$ cat src/rtl/rmq_pkg.sv
`default_nettype none
package rmq_pkg;

    localparam int FRACTION_BITS = 30;
    localparam int INT_FRAC      = 30;
    localparam int QSH           = INT_FRAC - FRACTION_BITS;
    localparam int CW            = 36 + QSH;
    localparam int STAGES        = 30;
    localparam int SQ_STEPS      = 32;
    localparam int SW            = 64;
    localparam int NST           = 1 + SQ_STEPS + 2 * STAGES + 3;

    localparam logic signed [CW-1:0] PI_Q     = CW'(64'sd3373259426);
    localparam logic signed [CW-1:0] ONE_Q    = CW'(64'sd1073741824);
    localparam logic signed [CW-1:0] GAIN_INV = CW'(64'sd652032874);
    localparam logic signed [32:0]   ONE_33   = 33'sd1073741824;
    localparam logic signed [32:0]   RND_OUT  = 33'sd1 <<< QSH >>> 1;

    typedef struct packed {
        logic [CW-1:0] x;
        logic [CW-1:0] y;
        logic [CW-1:0] z;
    } vec_t;

    typedef struct packed {
        logic [SW-1:0] v;
        logic [SW-1:0] res;
    } sq_t;

    function automatic logic [CW-1:0] atan_step(input logic [4:0] i);
        logic [29:0] t;
        unique case (i)
            5'd0:    t = 30'd843314857;
            5'd1:    t = 30'd497837829;
            5'd2:    t = 30'd263043837;
            5'd3:    t = 30'd133525159;
            5'd4:    t = 30'd67021687;
            5'd5:    t = 30'd33543516;
            5'd6:    t = 30'd16775851;
            5'd7:    t = 30'd8388437;
            5'd8:    t = 30'd4194283;
            5'd9:    t = 30'd2097149;
            default: t = 30'd1 << (5'd30 - i);
        endcase
        return {{(CW-30){1'b0}}, t};
    endfunction

    function automatic logic signed [31:0] mulq(input logic signed [31:0] a,
                                                input logic signed [31:0] b);
        logic signed [63:0] p;
        p = 64'(a) * 64'(b) + 64'sd536870912;
        return p[61:30];
    endfunction

endpackage
`default_nettype wire

$ cat src/rtl/rmq_vec_cell.sv
`default_nettype none
module rmq_vec_cell
    import rmq_pkg::*;
(
    input  wire logic       clk,
    input  wire logic       en,
    input  wire logic [4:0] idx,
    input  wire vec_t       d,
    output vec_t            q
);

    vec_t                 q_reg;
    vec_t                 q_next;
    logic signed [CW-1:0] x;
    logic signed [CW-1:0] y;
    logic signed [CW-1:0] dx;
    logic signed [CW-1:0] dy;

    always_comb
    begin
        x      = $signed(d.x);
        y      = $signed(d.y);
        dx     = x >>> idx;
        dy     = y >>> idx;
        q_next = d;
        if (y > 0)
        begin
            q_next.x = x + dy;
            q_next.y = y - dx;
            q_next.z = d.z + atan_step(idx);
        end
        else if (y < 0)
        begin
            q_next.x = x - dy;
            q_next.y = y + dx;
            q_next.z = d.z - atan_step(idx);
        end
    end

    always_ff @(posedge clk)
    begin
        if (en)
        begin
            q_reg <= q_next;
        end
    end

    assign q = q_reg;

endmodule
`default_nettype wire

$ cat config.mk
export PLATFORM = sky130hd
export DESIGN_NAME = rmq_vec_cell
export DESIGN_NICKNAME = d
export VERILOG_FILES = /design/src/rtl/rmq_pkg.sv /design/src/rtl/rmq_vec_cell.sv
export SDC_FILE = /design/constraint.sdc
export NUM_CORES = 1
export LEC_CHECK = 0
export BUFFER_PORTS_ARGS = -buffer_cell sky130_fd_sc_hd__buf_2
export CAP_MARGIN = 0
export CORE_ASPECT_RATIO = 2
export CORE_MARGIN = 2
export CORE_UTILIZATION = 56
export DETAILED_ROUTE_END_ITERATION = 10
export PLACE_DENSITY = 0.8
export SLEW_MARGIN = 20
export SYNTH_ARGS = -nofsm -noshare
export SYNTH_HDL_FRONTEND = slang
export SYNTH_SLANG_ARGS = --single-unit
$ cat constraint.sdc
create_clock -name clk -period 5.8 [get_ports clk]
set_clock_uncertainty 0.1 [all_clocks]
set_input_delay 0.58 -clock clk [delete_from_list [all_inputs] [get_ports clk]]
set_output_delay 0.58 -clock clk [all_outputs]
set_load 0.01 [all_outputs]
# Word-level counts from Yosys, hierarchy flattened

Index checks and enable logic that the tools add are counted.

Register bits after elaboration: 108
Bits of input ports: 115
Word-level logic and storage cells: 31

Add/subtract/negate cells: 7
$lt $le $gt $ge: 2
Eq/ne operators: 9
Shift operators: 3
Muxes and demuxes: 6
Reductions and logical operators: 1

Operator list:

| kind                                                                              | count |
|---|---|
| 30-bit one-hot mux with 10 select lines                                           | 1 |
| 108-bit 2-to-1 mux                                                                | 2 |
| 30-bit 2-to-1 mux                                                                 | 3 |
| 36-bit adder                                                                      | 2 |
| 36-bit by 5-bit >>> shifter with 36-bit output                                    | 2 |
| 36-bit subtractor                                                                 | 2 |
| 36-bit by 30-bit adder with 36-bit output                                         | 1 |
| 36-bit by 1-bit greater-than comparator with 1-bit output (second input constant) | 1 |
| 36-bit by 1-bit < comparator with 1-bit output (second input constant)            | 1 |
| 36-bit by 30-bit subtractor with 36-bit output                                    | 1 |
| 1-bit by 5-bit << shifter with 30-bit output (first input constant)               | 1 |
| 5-bit by 3-bit == test with 1-bit output (second input constant)                  | 4 |
| 5-bit by 2-bit == test with 1-bit output (second input constant)                  | 2 |
| 5-bit by 4-bit == test with 1-bit output (second input constant)                  | 2 |
| 5-bit by 1-bit == test with 1-bit output (second input constant)                  | 1 |
| 5-bit logical NOT                                                                 | 1 |
| 5-bit subtractor (first input constant)                                           | 1 |

# Longest topological paths before layout

Gate-level depths: netlist of run 1.

Depth in word-level cells: 8
Gate-level depth with buffers: 24
Gate-level depth less buffers: 20

# Worst setup path before layout of run 1

No wires, ideal clock.

Path type: input -> register
Start point: in idx[0]
End point: reg q_reg (netlist bit q[104]), data pin
Library setup time: 0.260 ns
Arrival: 5.180 ns
Required time: 5.440 ns
Path slack: 0.260 ns
Stages on the path: 22
Buffers on the path: 4
Cells stage by stage: clkbuf_1 > clkbuf_1 > clkbuf_1 > clkbuf_1 > mux4_2 > a21oi_1 > nor2_1 > a21oi_1 > mux2i_1 > ha_1 > inv_1 > fa_1 > o21ba_2 > nor2_1 > o31ai_1 > o211ai_2 > a21boi_1 > nor2_2 > a41oi_2 > or4_1 > a32o_1 > mux2_2

RTL lines:

| item                 | line               | RTL |
|---|---|---|
| from (decl)          | rmq_vec_cell.sv:7  | `input wire logic [4:0] idx,` |
| to (signal assigned) | rmq_vec_cell.sv:44 | `q_reg <= q_next;` |
| to (decl)            | rmq_vec_cell.sv:12 | `vec_t q_reg;` |

==> results of run 1 <==
area by class of cell:
class                   instances  area share
diodes                          5   0.0005374
well taps                     450     0.02418
multi-input cells            2299      0.6653
repair buffers                437      0.1240
clock buffers                  10    0.009834
clock inverters                 6    0.003009
inverters                     210     0.03385
flip-flops and latches        108      0.1393
per-layer routing:
| layer | GRT usage | part of all wire |
|---|---|---|
| met1 | 0.4094 | 0.31 |
| met2 | 0.7813 | 0.50 |
| met3 | 0.08660 | 0.072 |
| met4 | 0.4458 | 0.12 |
| met5 | 0 | 0.000094 |
how the worst max path moves through the flow:
stage,startpoint,slack [ps],to
after floorplan,idx[0],260,q[104]
after global placement,idx[2],120,q[33]
after detailed placement,idx[1],70,q[33]
after CTS,idx[1],480,q[67]
after global routing,idx[1],80,q[22]
final,idx[1],250,q[67]
logic make-up after synthesis:
family / share of synthesized area
XOR/XNOR: 0.07166
flip-flops: 0.1598
AND/OR/NAND/NOR: 0.1989
AO/OA/AOI/OAI: 0.2825
buffers and inverters: 0.07715
adder cells (fa/ha/maj): 0.1305
multiplexers: 0.07949
through the flow:
stage          std cells    util  area, um^2  setup WS, ps
2_1_floorplan       2817       -       20290         259.9
3_3_place_gp        3504  0.6436       22960         120.4
3_5_place_dp        3504  0.6436       22960         71.19
4_1_cts             3520  0.6520       23260         476.4
5_1_grt             3525  0.6525       23280         82.99
6_report            3525  0.6525       23280         247.3
cells in the final DEF (no fill, tap or decap), types with 55 or more instances in the layout:
master and n:
nor2_1 317, nand2_1 310, a21oi_1 288, buf_2 217, buf_4 208, inv_1 205
ha_1 202, o21ai_0 178, xnor2_1 143, edfxtp_1 108, mux2i_1 70, nor3_1 67
o21a_1 55
power groups by stage:
stage               clock network [mW]  registers [mW]  logic (mW)
finish                           0.723            1.10        3.36
global route                     0.748            1.12        3.61
CTS                              0.718            1.10        3.27
detailed placement                   0            1.12        3.25
global placement                     0            1.11        3.20
floorplan                            0            1.20        1.99
critical path, stage by stage:
cell,delay (ps)
buf_4,280
buf_12,230
mux2i_1,260
nand2_1,70
o21ai_0,140
o21ai_0,270
mux2i_1,240
nor2_1,70
nor2_1,210
inv_1,90
ha_1,210
o311a_1,370
a211o_2,330
o21ai_0,630
a21boi_1,280
o22a_1,250
a211o_1,370
a221oi_1,340
mux2_2,380
o31ai_1,60
==> metrics.md, run 1 <==
| Metric | Value |
|---|---|
| Outcome | `completed` |
| Post-synth EDFFs | `108` |
| Die Ht | `273.2 um` |
| Register Area | `0.003243 mm^2` |
| Starting Density | `0.5686` |
| First-pass GRT wire length | `130000 um` |
| Worst hold path class | `in2reg` |
| Lkg Pwr | `10.46 nW` |
| Layout cells sized above 1 | `0.1769` |
| Die X | `138.6 um` |
| Maximum level of the CTS H-tree | `3` |
| Routed WL | `85510 um` |
| Netlist cell types | `88` |
| PnR Total Power | `5.190 mW` |
| WP data required | `5930 ps` |
| Max-slew headroom | `0.2820` |
| Area of the multi-input gates | `0.01549 mm^2` |
| Detailed Place HPWL | `67050 um` |
| Clock share of power | `0.139` |
| Area leader, netlist | `edfxtp_1` |
| Least-Margin Pin Slew | `1067 ps` |
| Reg power frac | `0.213` |
| Post-CTS Setup Repair Bufs | `0` |
| Root buffer cell | `clkbuf_16` |
| Synth Net Count | `3140` |
| WHS | `409.4 ps` |
| Gr ovfl total | `0` |
| IO buf count | `222` |
| Most frequent cells after synthesis | `317 x nor2_1, 310 x nand2_1, 288 x a21oi_1, 207 x inv_1, 202 x ha_1` |
| Largest cells by area after synthesis | `edfxtp_1 16%, ha_1 12%, a21oi_1 7.1%` |
| Final number of max-transition violations | `0` |
| Sw frac | `0.4669` |
| Setup TNS Final | `0 ps` |
| Iter 0 DRT Violations | `2054` |
| Main flop type after synthesis | `edfxtp_1` |
| Critical Path AT | `5690 ps` |
| Filler cells | `3303` |
| Aggregate global-route resource usage | `0.4400` |
| Area Growth Syn to Fin | `14.76%` |
| Most common cell in the netlist | `nor2_1` |
| Logic pwr share | `0.648` |
| Via density | `6.565` |
| Initial antenna violation count | `6` |
| Yosys warns | `0` |
| Drt wl/cell | `24.26 um` |
| Post-Syn Area | `0.02029 mm^2` |
| Total iterations of the first detailed-routing run | `9` |
| Vias | `23140` |
| Cell row count | `98` |
| Syn Inst Count | `2817` |
| Hold Crit Endpoint | `q[34]` |
| # setup viols final | `0` |
| Die area | `0.03786 mm^2` |
| Post-CTS Resized | `0` |
| Worst-path clk slew | `80 ps` |
| VDD IR-drop max | `0.1802 mV` |
| Syn Area/Cell | `7.203 um^2` |
| Critical path class | `in2reg` |
| RSZ-0062 raised after global routing | `false` |
| Post-synthesis sequential area ratio | `0.1598` |
| Hold buffer count at cts | `0` |
| Max reg flops | `108` |
| Number of synthesized register bits | `108` |
| FFs w/ async S/R, synth | `0` |
| Core Area | `0.03568 mm^2` |
| CTS tree | `built` |
| Setup crit start kind | `input port` |
| Fmax achieved | `0.1801 GHz` |
| TritonCTS Buffers | `9` |
| Largest net degree at the start of global routing | `84` |
| WHS Path Cells | `2` |
| Ports | `223` |
| Clk buf depth | `2` |
| CP max FO | `27` |
| Internal | `2.766 mW` |
| Yosys top cell area share | `0.1598` |
| Final Hold Vio Count | `0` |
| Sw Pwr | `2.423 mW` |
| Vias in the first global route | `23640` |
| Power per standard cell area | `222.9 mW/mm^2` |
| Nets | `3388` |
| Period minus WS final | `5553 ps` |
| Post-route ant nets | `0` |
| Part of the cycle the worst path needs | `0.9574` |
| GP Congestion | `1.063` |
| CP Capture Type | `flip-flop` |
| Clock sinks | `108` |
| Post-route DRC | `0` |
| Max_cap viols | `0` |
| Worst Min Path Start | `d[34]` |
Note: power is estimated with default switching activity, not from simulation.
==> run 2: changes to the inputs <==
- CORE_MARGIN: 2 -> unset
- SLEW_MARGIN: 20 -> 25
==> metrics.md, run 2 (synthesis results as in run 1) <==
| Metric | Value |
|---|---|
| Max_cap viols | `0` |
| Post-route ant nets | `0` |
| Iter 0 DRT Violations | `2384` |
| Die X | `136.6 um` |
| Worst path cell trace | `buf_4 -> buf_12 -> buf_4 -> nor2_1 -> nand2_1 -> a21oi_1 -> a21oi_1 -> nand2_1 -> o21ai_0 -> nor2_1 -> nor2_1 -> ha_1 -> buf_4 -> inv_1 -> a21oi_1 -> o21bai_1 -> a31oi_1 -> o21ai_0 -> a41o_1 -> a21boi_0 -> buf_4 -> o31ai_1 -> xor2_1 -> o22ai_1` |
| Maximum level of the CTS H-tree | `3` |
| Most used cell, CP | `buf_4` |
| Critical Path AT | `5590 ps` |
| Post-CTS Setup Repair Bufs | `0` |
| GP Congestion | `1.046` |
| First-pass GRT wire length | `136300 um` |
| DP Cell Count | `3510` |
| Core Area | `0.03568 mm^2` |
| Vias in the first global route | `23990` |
| Final Non-Filler Cells | `3537` |
| Lkg Pwr | `10.48 nW` |
| Critical path class | `in2reg` |
| Hold buffer count at cts | `0` |
| Setup crit start kind | `input port` |
| Initial antenna violation count | `11` |
| Slowest stage delay, CP | `490 ps` |
| Nets | `3394` |
| Layout cells sized above 1 | `0.1795` |
| Crit-path leading delay family | `compound AO/OA/AOI/OAI gates` |
| CP max stage cell | `o21ai_0` |
| Met3 WL | `7494 um` |
| WHS Path Cells | `2` |
| Post-route DRC | `0` |
| Die Ht | `271.2 um` |
| Buf+Inv Stages, Crit Path | `6` |
| CP Capture Type | `flip-flop` |
| Cell row count | `98` |
| Clock sinks | `108` |
| WHS | `379.0 ps` |
| Max reg flops | `108` |
| TritonCTS Buffers | `9` |
| Period minus WS final | `5573 ps` |
| Worst hold path class | `in2reg` |
| Worst Min Path Start | `d[35]` |
| Vias | `23790` |
| RSZ-0062 raised after global routing | `false` |
| Aggregate global-route resource usage | `0.4939` |
| Clk buf depth | `2` |
| WP data required | `5820 ps` |
| Via density | `6.727` |
| Met2 WL | `44040 um` |
| Top Metal Used | `met5` |
| Final Hold Vio Count | `0` |
| Power per standard cell area | `226.5 mW/mm^2` |
| Hold Crit Endpoint | `q[35]` |
| Fmax achieved | `0.1794 GHz` |
| Area Growth Syn to Fin | `14.74%` |
| Worst Setup Slack, final | `226.5 ps` |
| Largest net degree at the start of global routing | `76` |
| CP max FO | `28` |
| Drt wl/cell | `25.73 um` |
| Max-slew headroom | `0.3554` |
| Worst-path clk slew | `90 ps` |
| Gr ovfl total | `0` |
| Post-CTS Resized | `0` |
| VDD IR-drop max | `0.1932 mV` |
| IO buf count | `222` |
| Routed WL | `91000 um` |
| Commonest non-fill, non-tap cell in the layout | `nor2_1` |
| WL met1 | `27180 um` |
| Ports | `223` |
| Total iterations of the first detailed-routing run | `6` |
| Detailed Place HPWL | `69860 um` |
| Starting Density | `0.5686` |
| Most frequent cells in the layout | `316 x nor2_1, 310 x nand2_1, 288 x a21oi_1` |
| CTS tree | `built` |
| Final number of max-transition violations | `0` |
| Outcome | `completed` |
| Least-Margin Pin Slew | `965.9 ps` |
| # setup viols final | `0` |
| Root buffer cell | `clkbuf_16` |
| Pre-CTS setup slack | `-58.11 ps` |
| Die area | `0.03704 mm^2` |
| Part of the cycle the worst path needs | `0.9609` |
[run 2: cell count changes in the layout (fill, tap and decap cells not counted), moves of 3 or more]
| cell | change |
|---|---|
| buf_4 | +13 |
| buf_12 | -7 |
| diode_2 | +6 |
| o21ai_0 | -3 |
| o21ai_1 | +3 |
[run 2: power breakdown]
| group | internal [mW] | switching (mW) | total (mW) | leakage, nW |
|---|---|---|---|---|
| clock | 0.349 | 0.407 | 0.756 | 0.155 |
| sequential | 1.06 | 0.0463 | 1.11 | 1.06 |
| combinational | 1.34 | 2.06 | 3.41 | 9.27 |
[run 2: worst max-delay path by stage]
| stage | end | depth (start not counted) | startpoint |
|---|---|---|---|
| 4_1_cts | q[71] | 19 | idx[0] |
| 5_1_grt | q[26] | 22 | idx[0] |
| 3_5_place_dp | q[71] | 19 | idx[0] |
| 6_report | q[64] | 24 | idx[0] |
| 2_1_floorplan | q[104] | 22 | idx[0] |
| 3_3_place_gp | q[67] | 19 | idx[0] |
[run 2: layer usage]
metal | global-route usage | vias to the layer above
li1 | - | 10560
met1 | 0.4373 | 10990
met2 | 0.8245 | 1498
met3 | 0.1473 | 747
met4 | 0.5611 | 2
met5 | 0 | -
[run 2: final cells by class]
class	instances	area (um^2)
Antenna cell	11	27.53
Fill cell	3246	12400
Clock buffer	9	225.2
Multi-Input combinational cell	2299	15500
Inverter	210	788.3
Sequential cell	108	3243
Tap cell	450	563.0
Timing Repair Buffer	443	2845
Clock inverter	7	92.59
[run 2: metrics by stage]
| stage | power, mW | setup TNS [ps] | instance area (um^2) | utilization |
|---|---|---|---|---|
| after floorplan | 3.184 | 0 | 20290 | - |
| after global placement | 4.317 | -4.097 | 22930 | 0.6426 |
| after detailed placement | 4.380 | -99.78 | 22930 | 0.6426 |
| after CTS | 5.124 | 0 | 23250 | 0.6516 |
| after global routing | 5.543 | 0 | 23270 | 0.6523 |
| final | 5.273 | 0 | 23280 | 0.6525 |
