[src/rtl/rmq_pkg.sv]
`default_nettype none
package rmq_pkg;

    localparam int FRACTION_BITS = 30;
    localparam int INT_FRAC      = 30;
    localparam int QSH           = INT_FRAC - FRACTION_BITS;
    localparam int CW            = 36 + QSH;
    localparam int STAGES        = 30;
    localparam int SQ_STEPS      = 32;
    localparam int SW            = 64;
    localparam int NST           = 1 + SQ_STEPS + 2 * STAGES + 3;

    localparam logic signed [CW-1:0] PI_Q     = CW'(64'sd3373259426);
    localparam logic signed [CW-1:0] ONE_Q    = CW'(64'sd1073741824);
    localparam logic signed [CW-1:0] GAIN_INV = CW'(64'sd652032874);
    localparam logic signed [32:0]   ONE_33   = 33'sd1073741824;
    localparam logic signed [32:0]   RND_OUT  = 33'sd1 <<< QSH >>> 1;

    typedef struct packed {
        logic [CW-1:0] x;
        logic [CW-1:0] y;
        logic [CW-1:0] z;
    } vec_t;

    typedef struct packed {
        logic [SW-1:0] v;
        logic [SW-1:0] res;
    } sq_t;

    function automatic logic [CW-1:0] atan_step(input logic [4:0] i);
        logic [29:0] t;
        unique case (i)
            5'd0:    t = 30'd843314857;
            5'd1:    t = 30'd497837829;
            5'd2:    t = 30'd263043837;
            5'd3:    t = 30'd133525159;
            5'd4:    t = 30'd67021687;
            5'd5:    t = 30'd33543516;
            5'd6:    t = 30'd16775851;
            5'd7:    t = 30'd8388437;
            5'd8:    t = 30'd4194283;
            5'd9:    t = 30'd2097149;
            default: t = 30'd1 << (5'd30 - i);
        endcase
        return {{(CW-30){1'b0}}, t};
    endfunction

    function automatic logic signed [31:0] mulq(input logic signed [31:0] a,
                                                input logic signed [31:0] b);
        logic signed [63:0] p;
        p = 64'(a) * 64'(b) + 64'sd536870912;
        return p[61:30];
    endfunction

endpackage
`default_nettype wire

[src/rtl/rmq_sqrt_cell.sv]
`default_nettype none
module rmq_sqrt_cell
    import rmq_pkg::*;
(
    input  wire logic       clk,
    input  wire logic       en,
    input  wire logic [4:0] idx,
    input  wire sq_t        d,
    output sq_t             q
);

    sq_t           q_reg;
    sq_t           q_next;
    logic [SW-1:0] b;
    logic [SW-1:0] t;

    always_comb
    begin
        b = SW'(1) << (6'd62 - {idx, 1'b0});
        t = d.res + b;
        if (d.v >= t)
        begin
            q_next.v   = d.v - t;
            q_next.res = (d.res >> 1) + b;
        end
        else
        begin
            q_next.v   = d.v;
            q_next.res = d.res >> 1;
        end
    end

    always_ff @(posedge clk)
    begin
        if (en)
        begin
            q_reg <= q_next;
        end
    end

    assign q = q_reg;

endmodule
`default_nettype wire

[config.mk]
export PLATFORM = sky130hd
export DESIGN_NAME = rmq_sqrt_cell
export DESIGN_NICKNAME = d
export VERILOG_FILES = /design/src/rtl/rmq_pkg.sv /design/src/rtl/rmq_sqrt_cell.sv
export SDC_FILE = /design/constraint.sdc
export NUM_CORES = 1
export LEC_CHECK = 0
export BUFFER_PORTS_ARGS = -buffer_cell sky130_fd_sc_hd__buf_4
export CAP_MARGIN = 0
export CORE_ASPECT_RATIO = 0.5
export CORE_UTILIZATION = 53
export DETAILED_ROUTE_END_ITERATION = 10
export PLACE_DENSITY_LB_ADDON = 0.15
export SYNTH_ARGS = -nofsm -noshare
export SYNTH_HDL_FRONTEND = slang
export SYNTH_SLANG_ARGS = --single-unit
export TNS_END_PERCENT = 100
[constraint.sdc]
create_clock -name clk -period 8 [get_ports clk]
set_clock_uncertainty 0.2 [all_clocks]
set_input_delay 2.4 -clock clk [delete_from_list [all_inputs] [get_ports clk]]
set_output_delay 2.4 -clock clk [all_outputs]
set_load 0.03 [all_outputs]
# Yosys cells after proc, flatten, opt, wreduce, memory -nomap -nowiden
# Index checks and enable logic that the tools add are counted.
classes:
  magnitude_cmp: 1
  n_shift: 1
  add_sub_neg: 4
  muxes: 1
op_table:
  columns: ["operator", "count"]
  rows:
  - ["2-to-1 mux 128 bit", 1]
  - ["adder 63 x 64 -> 64 bit", 1]
  - ["adder 64 bit", 1]
  - ["greater-or-equal comparator 64 bit", 1]
  - ["<< shifter 1 x 6 -> 64 bit (first input constant)", 1]
  - ["subtractor 64 bit", 1]
  - ["subtractor 6 bit (first input constant)", 1]
word_totals:
  input_bits: 135
  reg_bits: 128

# Logic depth before layout (Yosys ltp)
# Gate-level depths: netlist (run 1).
depth:
  word_depth: 5
  mapped_depth: 28
  ltp_nobuf: 23

# Worst setup path after synthesis (run 1)
# Ideal clock, no wire load.
synth_timing:
  path_type: "input -> register"
  startpoint: "input port idx[2]"
  endpoint: "register q_reg (netlist bit q[16]), data pin"
  t_arrival_ns: 7.412
  setup_slack_ns: 0.119
  required_time_ns: 7.531
  path_stages: 25
  setup_ns: 0.269
  path_cell_list: "buf_2 nand3b_1 nor2_1 ha_1 and3_1 o311a_1 maj3_1 a211o_1 or2_2 a21boi_0 o21ai_0 nand2_1 xor2_1 ha_1 nand2_1 o21ai_0 a221oi_1 o21ai_0 nor3_2 a221oi_2 o22ai_1 buf_2 buf_2 nor3_1 xor2_1"
synth_lines:
  columns: ["element", "line_no", "rtl"]
  rows:
  - ["start: declaration", "rmq_sqrt_cell.sv:7", "input wire logic [4:0] idx,"]
  - ["end signal: assignment", "rmq_sqrt_cell.sv:37", "q_reg <= q_next;"]
  - ["end: declaration", "rmq_sqrt_cell.sv:12", "sq_t q_reg;"]

==> run_results.csv, run 1 <==
group,metric,value,unit
outcome,status,"finished clean",
routing,ant_nets,0,
global_routing,grt_pass1_vias,15000,
timing,setup_slack,0.182,ns
clocking,path_clk_slew,0.07,ns
logic_synthesis,yosys.area.top_type,"edfxtp_1",
global_routing,use_met1,0.572,
flow_run,maxCapViolations,0,
timing,tightest_slew,1.09,ns
routing,drtIter0Drc,1661,
power_and_ir_drop,p_leak,8.65,nW
layout,final_common_cell,"buf_4",
timing,min_period_over_period,0.977,
timing,setup_viol,0,
timing,max_freq,0.128,GHz
placement,place_area,18800,sq um
logic_synthesis,synthTopCellsByArea,"edfxtp_1, ha_1, nand2_1",
die,die_height,118,um
critical_path,startpoint_type,"input port",
global_routing,gr-max-usage-layer,"met1",
clocking,cts_tree,"yes",
logic_synthesis,synth_top_area_frac,0.269,
logic_synthesis,synthCells,1778,
layout,drive_above_1_share,0.292,
timing,rsz0062_at_grt,"no",
timing,hold_viol,0,
critical_path,critPathCaptureType,"flip-flop",
routing,drc_errors,0,
timing,slew_viol_final,0,
global_routing,grt-ovfl-total,0,
timing,tns,0,ns
layout,fill_cells,2130,
power_and_ir_drop,ir_drop,172,uV
critical_path,cp_data_required_time,8.02,ns
clocking,cts.sinks,128,
global_routing,grt_start_max_net_pins,52,
die,die_w,234,um
die,rows,42,
min_path,min-delay-start,"d[89]",
min_path,min_delay_path_depth,3,
global_routing,antenna_found_initial,0,
logic_synthesis,synth_cell_types,85,
global_routing,use_met2,0.565,
logic_synthesis,syn_area_per_cell,8.05,sq um
global_routing,grt_use_met3,0.0878,
power_and_ir_drop,p_per_area,154,nW/um^2
logic_synthesis,syn_nets,2040,
timing,slew-limit-headroom,0.270,
logic_synthesis,synthArstFlopShare,0,
clocking,clock_path_buffers,2,
placement,portBuffers,262,
critical_path,worstPathMaxFanout,25,
logic_synthesis,synth_edf_count,128,
logic_synthesis,ys_seq_area_frac,0.269,
clocking,cts_made_buffers,17,
layout,syn2layout_area_growth,37.1,%
min_path,hold_path_end,"q[89]",
die,start_util,0.540,
critical_path,path_class,"input port to flip-flop",
global_routing,track_usage,0.388,
global_routing,grt_pass1_wl,82200,um
clocking,cts_hold_buffers,0,
layout,fin_area,19600,sq um
die,pin_count,263,
routing,vias,16400,
logic_synthesis,synth.ff_latch_count,128,
critical_path,arrival,7.84,ns
logic_synthesis,yosysWarnings,0,
clocking,h-tree-depth,4,
layout,most-common-layout-cells,"buf_4, nand2_1, o21ai_0",
placement,gp_congestion,1.07,
placement,hpwlAfterDp,43400,um
layout,largest_reg_flops,128,
min_path,hp-class,"input port to flip-flop",
routing,wirelength,54400,um
routing,routedWlPerCell,20.4,um
layout,diodes,0,
layout,final_nets,2567,
die,core,26500,sq um
timing,fin_crit,7.82,ns
logic_synthesis,yosys_most_used_dff,"edfxtp_1",
placement,place_ws,-0.494,ns
logic_synthesis,synth_area,14300,sq um
clocking,cts_root_buf,"clkbuf_16",
routing,drt_first_pass_iters,6,
routing,vias_per_cell,6.14,
die,die_area,27700,sq um
[cell families after synthesis]
| logic type | synth area share |
|---|---|
| AOI/OAI and AO/OA | 0.273 |
| xor gates and xnor gates | 0.106 |
| adders and majority gates | 0.113 |
| buffers and inverters | 0.0338 |
| DFF | 0.269 |
| and+or+nand+nor | 0.206 |
[through the flow]
step | power (mW) | hold WS, ns | util | std cells
3_3_place_gp | 2.13 | 2.49 | 0.709 | 2630
2_1_floorplan | 1.58 | 2.31 | - | 1778
4_1_cts | 2.99 | 2.02 | 0.733 | 2663
6_report | 3.03 | 2.03 | 0.741 | 2670
5_1_grt | 3.15 | 2.03 | 0.741 | 2670
3_5_place_dp | 2.15 | 2.49 | 0.709 | 2630
[area by class of cell]
class,instances,area [sq um],area share
multi-input cells,1539,10200,0.517
repair buffers,579,4450,0.227
flip-flops and latches,128,3840,0.196
well taps,352,440,0.0224
clock buffers,18,429,0.0219
clock inverters,14,164,0.00835
inverters,40,150,0.00765
[power breakdown]
| part | internal (mW) | total, mW | switching (mW) |
|---|---|---|---|
| logic | 0.548 | 1.32 | 0.771 |
| clock network | 0.489 | 0.834 | 0.345 |
| registers | 0.847 | 0.876 | 0.0289 |
[worst max-delay path, stage by stage]
cell and delay (ns):
buf_4 0.11, nand2b_2 0.23, nor2_2 0.15, ha_1 0.26
and3_1 0.19, o311a_1 0.30, maj3_1 0.40, a211o_1 0.32
or2_2 0.33, a21boi_2 0.15, o21ai_0 0.09, nand2_1 0.09
xor2_1 0.07, buf_4 0.17, ha_1 0.30, nand4_1 0.14
nor4_2 0.25, buf_4 0.17, nand3_1 0.07, a21oi_1 0.15
nor3_2 0.06, buf_4 0.15, a221oi_4 0.34, o22ai_4 0.18
buf_4 0.18, clkbuf_16 0.19, a211o_1 0.24, o211a_1 0.13
[cells in the mapped netlist, types with 7 or more instances]
master,instances
a211o_1,7
a211oi_1,19
a21boi_0,19
a21o_1,38
a21oi_1,120
a31o_2,14
a31oi_1,56
and2_1,17
and3_1,19
and4_1,11
buf_2,9
buf_4,9
clkbuf_1,49
edfxtp_1,128
ha_1,126
inv_1,40
nand2_1,260
nand2b_1,11
nand3_1,34
nand4_1,47
nor2_1,140
nor2b_1,16
nor3_1,30
o211ai_1,11
o21a_1,17
o21ai_0,174
o21ai_1,7
o21bai_1,37
o31ai_1,23
or2_2,9
or3_1,9
xnor2_1,77
xor2_1,96
[layer usage]
layer,routed length (um),vias up
met5,0,-
met4,1280,0
met3,6430,116
met2,22600,930
met1,24100,7647
li1,-,7710
[repair_timing]
| item | in CTS | in global routing |
|---|---|---|
| pin swaps | 2 | 11 |
| endpoints found under the setup margin | 4 | 128 |
| resized for setup | 1 | 35 |
| gates cloned | 1 | 1 |
| buffers inserted | 0 | 6 |
[worst max-delay path by stage]
stage	start	endpoint	slack [ns]
final	idx[1]	q[111]	0.18
after global routing	idx[1]	q[67]	0.005
after CTS	idx[0]	q[67]	0.05
after detailed placement	idx[0]	q[67]	-0.49
after global placement	idx[0]	q[67]	-0.40
after floorplan	idx[2]	q[16]	0.12
No activity file was read; power rests on OpenSTA's default activity.
==> run 2: changes to the inputs <==
--- a/config.mk
+++ b/config.mk
@@ -9,8 +9,10 @@
 export CAP_MARGIN = 0
 export CORE_ASPECT_RATIO = 0.5
 export CORE_UTILIZATION = 53
+export CTS_BUF_LIST = sky130_fd_sc_hd__clkbuf_16
 export DETAILED_ROUTE_END_ITERATION = 10
 export PLACE_DENSITY_LB_ADDON = 0.15
+export RECOVER_POWER = 50
 export SYNTH_ARGS = -nofsm -noshare
 export SYNTH_HDL_FRONTEND = slang
 export SYNTH_SLANG_ARGS = --single-unit
==> constraint.sdc (replaced) <==
create_clock -name clk -period 8 [get_ports clk]
set_clock_uncertainty 0.2 [all_clocks]
set_input_delay 0.4 -clock clk [delete_from_list [all_inputs] [get_ports clk]]
set_output_delay 0.4 -clock clk [all_outputs]
set_load 0.03 [all_outputs]
==> run_results.csv, run 2 (synthesis results as in run 1) <==
group,metric,value,unit
die,die_height,118,um
clocking,cts_hold_buffers,0,
placement,gp_congestion,1.02,
outcome,status,"finished, violations left",
die,die_area,27700,sq um
flow_run,maxCapViolations,1,
clocking,cts_resized,0,
clocking,clock_path_buffers,2,
timing,max_freq,0.146,GHz
routing,drt_first_pass_iters,5,
layout,final_common_cell,"nand2_1",
timing,setup_viol,0,
clocking,postCtsSetupRepairBufs,0,
timing,hold_viol,0,
layout,syn2layout_area_growth,16.3,%
critical_path,arrival,6.85,ns
placement,portBuffers,262,
min_path,hp-class,"input port to flip-flop",
routing,wirelength,51200,um
global_routing,antenna_found_initial,1,
layout,multi_input_area,10000,sq um
global_routing,grt_pass1_vias,13600,
routing,ant_nets,0,
timing,rsz0062_at_grt,"no",
clocking,cts_root_buf,"clkbuf_16",
layout,final_nets,2256,
power_and_ir_drop,p_total,2.79,mW
routing,vias,14900,
power_and_ir_drop,ir_drop,139,uV
placement,hpwlAfterDp,40800,um
die,core,26500,sq um
timing,tightest_slew,4.36,ns
layout,fin_area,16600,sq um
layout,ff_latch_area,3840,sq um
clocking,cts_made_buffers,17,
layout,largest_reg_flops,128,
clocking,cts.sinks,128,
global_routing,grt_start_max_net_pins,114,
clocking,h-tree-depth,4,
critical_path,startpoint_type,"input port",
global_routing,grt_pass1_wl,77200,um
routing,routedWlPerCell,21.7,um
timing,slew_viol_final,76,
global_routing,track_usage,0.368,
routing,drtIter0Drc,1677,
die,start_util,0.540,
die,die_w,234,um
critical_path,critPathCaptureType,"flip-flop",
layout,fill_cells,2509,
critical_path,cp_data_required_time,8.01,ns
outcome,failed_checks,"capacitance limit, slew limit",
timing,tns,0,ns
clocking,cts_tree,"yes",
timing,slew-limit-headroom,-1.91,
placement,place_area,16500,sq um
critical_path,worstPathMaxFanout,113,
min_path,min_delay_path_depth,3,
clocking,path_clk_slew,0.07,ns
global_routing,grt-ovfl-total,0,
timing,fin_crit,6.84,ns
layout,drive_above_1_share,0.111,
power_and_ir_drop,p_leak,6.68,nW
routing,vias_per_cell,6.31,
power_and_ir_drop,p_per_area,168,nW/um^2
die,rows,42,
timing,min_period_over_period,0.855,
layout,most-common-layout-cells,"nand2_1, o21ai_0, buf_4",
routing,drc_errors,0,
critical_path,path_class,"input port to flip-flop",
die,pin_count,263,
## run 2: power by group
part / switching (mW) / leakage (nW) / internal (mW)
registers: 0.0286 / 1.25 / 0.849
logic: 0.718 / 5.13 / 0.331
clock network: 0.342 / 0.300 / 0.520
## run 2: layer usage
layer  vias to the layer above  routed length, um  track usage  part of all wire
li1                       7079                  -            -                 -
met1                      7005              23300        0.538              0.45
met4                         0                994       0.0992             0.019
met2                       748              20800        0.506              0.41
met3                        70               6180        0.128              0.12
met5                         -                  0            0                 0
## run 2: final timing paths
check | startpoint | endpoint
setup / recovery | idx[1] | q[16]
hold / removal | d[79] | q[79]
## run 2: cell type report
| type | instances | share of cell area |
|---|---|---|
| Inverter | 40 | 0.00902 |
| Antenna cell | 1 | 0.000150 |
| Clock inverter | 15 | 0.0115 |
| Timing Repair Buffer | 268 | 0.0955 |
| Tap cell | 352 | 0.0265 |
| Sequential cell | 128 | 0.231 |
| Clock buffer | 17 | 0.0256 |
| Multi-Input combinational cell | 1539 | 0.601 |
## run 2: critical path: stages
cell      delay, ns
buf_4          0.13
nand2b_1       0.33
nor2_1         0.26
ha_1           0.30
and3_1         0.24
o311a_1        0.30
maj3_1         0.39
a211o_1        0.34
or2_2          0.31
a21boi_0       0.26
o21ai_0        0.12
nand2_1        0.09
xor2_1         0.53
ha_1           0.43
nand2_1        0.21
o21ai_0        0.23
a221oi_1       0.31
o21ai_0        0.15
nor3_2         0.39
a221oi_2       0.17
o22ai_4        0.22
buf_12         0.37
nor3_1         0.13
xor2_1         0.16
## run 2: stage by stage
step / setup slack (ns) / hold slack [ns] / utilization / std cells
6_report: 1.16 / 0.0295 / 0.628 / 2360
4_1_cts: 1.35 / 0.0134 / 0.645 / 2359
3_5_place_dp: 0.890 / 0.492 / 0.622 / 2327
5_1_grt: 0.756 / 0.0250 / 0.628 / 2359
2_1_floorplan: 2.12 / 0.312 / - / 1778
3_3_place_gp: 1.04 / 0.489 / 0.622 / 2327
==> run 3: changes to the inputs <==
--- a/config.mk
+++ b/config.mk
@@ -8,6 +8,7 @@
 export BUFFER_PORTS_ARGS = -buffer_cell sky130_fd_sc_hd__buf_4
 export CAP_MARGIN = 0
 export CORE_ASPECT_RATIO = 0.5
+export CORE_MARGIN = 4
 export CORE_UTILIZATION = 53
 export CTS_BUF_LIST = sky130_fd_sc_hd__clkbuf_16
 export DETAILED_ROUTE_END_ITERATION = 10
==> run_results.csv, run 3 (synthesis results as in run 1) <==
group,metric,value,unit
outcome,status,"finished, violations left",
outcome,failed_checks,"capacitance limit, slew limit",
die,die_height,124,um
global_routing,grt-ovfl-total,0,
clocking,cts_tree,"yes",
clocking,h-tree-depth,4,
timing,min_period_over_period,0.901,
global_routing,track_usage,0.339,
clocking,cts.sinks,128,
clocking,clock_path_buffers,2,
clocking,cts_made_buffers,17,
layout,most-common-layout-cells,"nand2_1, o21ai_0, nor2_1",
layout,largest_reg_flops,128,
routing,vias_per_cell,6.35,
routing,wirelength,51900,um
clocking,cts_hold_buffers,0,
die,pin_count,263,
layout,syn2layout_area_growth,15.1,%
timing,tns,0,ns
timing,fin_crit,7.21,ns
clocking,cts_resized,0,
timing,rsz0062_at_grt,"no",
layout,drive_above_1_share,0.102,
placement,hpwlAfterDp,41800,um
critical_path,worstPathMaxFanout,20,
die,die_area,29900,sq um
clocking,postCtsSetupRepairBufs,0,
critical_path,critPathCaptureType,"flip-flop",
routing,drt_first_pass_iters,6,
die,rows,42,
timing,slew_viol_final,131,
min_path,hp-class,"input port to flip-flop",
clocking,path_clk_slew,0.06,ns
layout,final_nets,2256,
routing,drc_errors,0,
power_and_ir_drop,ir_drop,146,uV
placement,portBuffers,262,
global_routing,grt_pass1_vias,13700,
power_and_ir_drop,p_per_area,159,nW/um^2
power_and_ir_drop,p_leak,6.59,nW
critical_path,path_class,"input port to flip-flop",
die,core,26500,sq um
layout,final_common_cell,"nand2_1",
clocking,cts_root_buf,"clkbuf_16",
timing,slew-limit-headroom,-1.71,
routing,routedWlPerCell,22.0,um
layout,final_core_util,0.622,
global_routing,grt_start_max_net_pins,102,
global_routing,antenna_found_initial,4,
min_path,min-delay-start,"d[82]",
die,start_util,0.540,
min_path,min_delay_path_depth,3,
global_routing,grt_pass1_wl,79200,um
timing,hold_viol,0,
critical_path,arrival,7.20,ns
flow_run,maxCapViolations,2,
timing,setup_viol,0,
critical_path,startpoint_type,"input port",
routing,vias,15000,
min_path,hold_path_end,"q[82]",
timing,max_freq,0.139,GHz
die,die_w,240,um
critical_path,cp_data_required_time,8.00,ns
routing,ant_nets,0,
timing,tightest_slew,4.07,ns
routing,drtIter0Drc,1618,
placement,gp_congestion,1.02,
run 3: report_power, final:
group | switching, mW | leakage, nW | internal (mW)
logic | 0.719 | 5.09 | 0.326
clock network | 0.315 | 0.250 | 0.380
registers | 0.0263 | 1.25 | 0.850
run 3: routing by layer:
metal | vias to the layer above | GRT usage | share of wire
met5 | - | 0 | 0.00075
met4 | 6 | 0.0725 | 0.017
met3 | 68 | 0.0796 | 0.11
met2 | 770 | 0.480 | 0.41
met1 | 7051 | 0.523 | 0.47
li1 | 7081 | - | -
run 3: stage by stage:
step           std cells  area [sq um]  hold slack, ns  total power [mW]  setup slack [ns]
2_1_floorplan       1778         14300           0.312              1.58              2.12
3_3_place_gp        2327         16500           0.493              1.97             0.704
3_5_place_dp        2327         16500           0.494              1.98             0.563
4_1_cts             2356         17000          0.0258              2.67              1.00
5_1_grt             2357         16500          0.0346              2.74             0.531
6_report            2357         16500          0.0415              2.62             0.792
run 3: how the worst max path moves through the flow:
stage	slack, ns	start	end
floorplan	2.12	idx[2]	q[16]
global placement	0.70	idx[1]	q[119]
detailed placement	0.56	idx[1]	q[119]
CTS	1.00	idx[1]	q[119]
global route	0.53	idx[1]	q[119]
finish	0.79	idx[1]	q[119]
run 3: area by class of cell:
cell class	instances	area (sq um)
tap	352	440
inverter	40	150
clock buffer	17	425
clock inverter	12	58.8
timing repair buffer	268	1550
fill	2547	10000
sequential	128	3840
antenna	1	2.50
multi-input combinational	1539	10000
run 3: worst max-delay path, cell delays in order:
cell	delay, ns
buf_4	0.13
nand2b_1	0.31
nor2_1	0.25
ha_1	0.31
and3_1	0.23
o311a_1	0.30
maj3_1	0.39
a211o_1	0.35
or2_2	0.31
a21boi_0	0.25
o21ai_0	0.12
nand2_1	0.09
xor2_1	0.47
ha_1	0.33
nand2_1	0.19
o21ai_0	0.46
a221oi_1	0.16
o21ai_0	0.14
nor3_2	0.13
a221oi_2	0.43
o22a_1	0.86
buf_4	0.32
and4_1	0.19
nor3_1	0.05
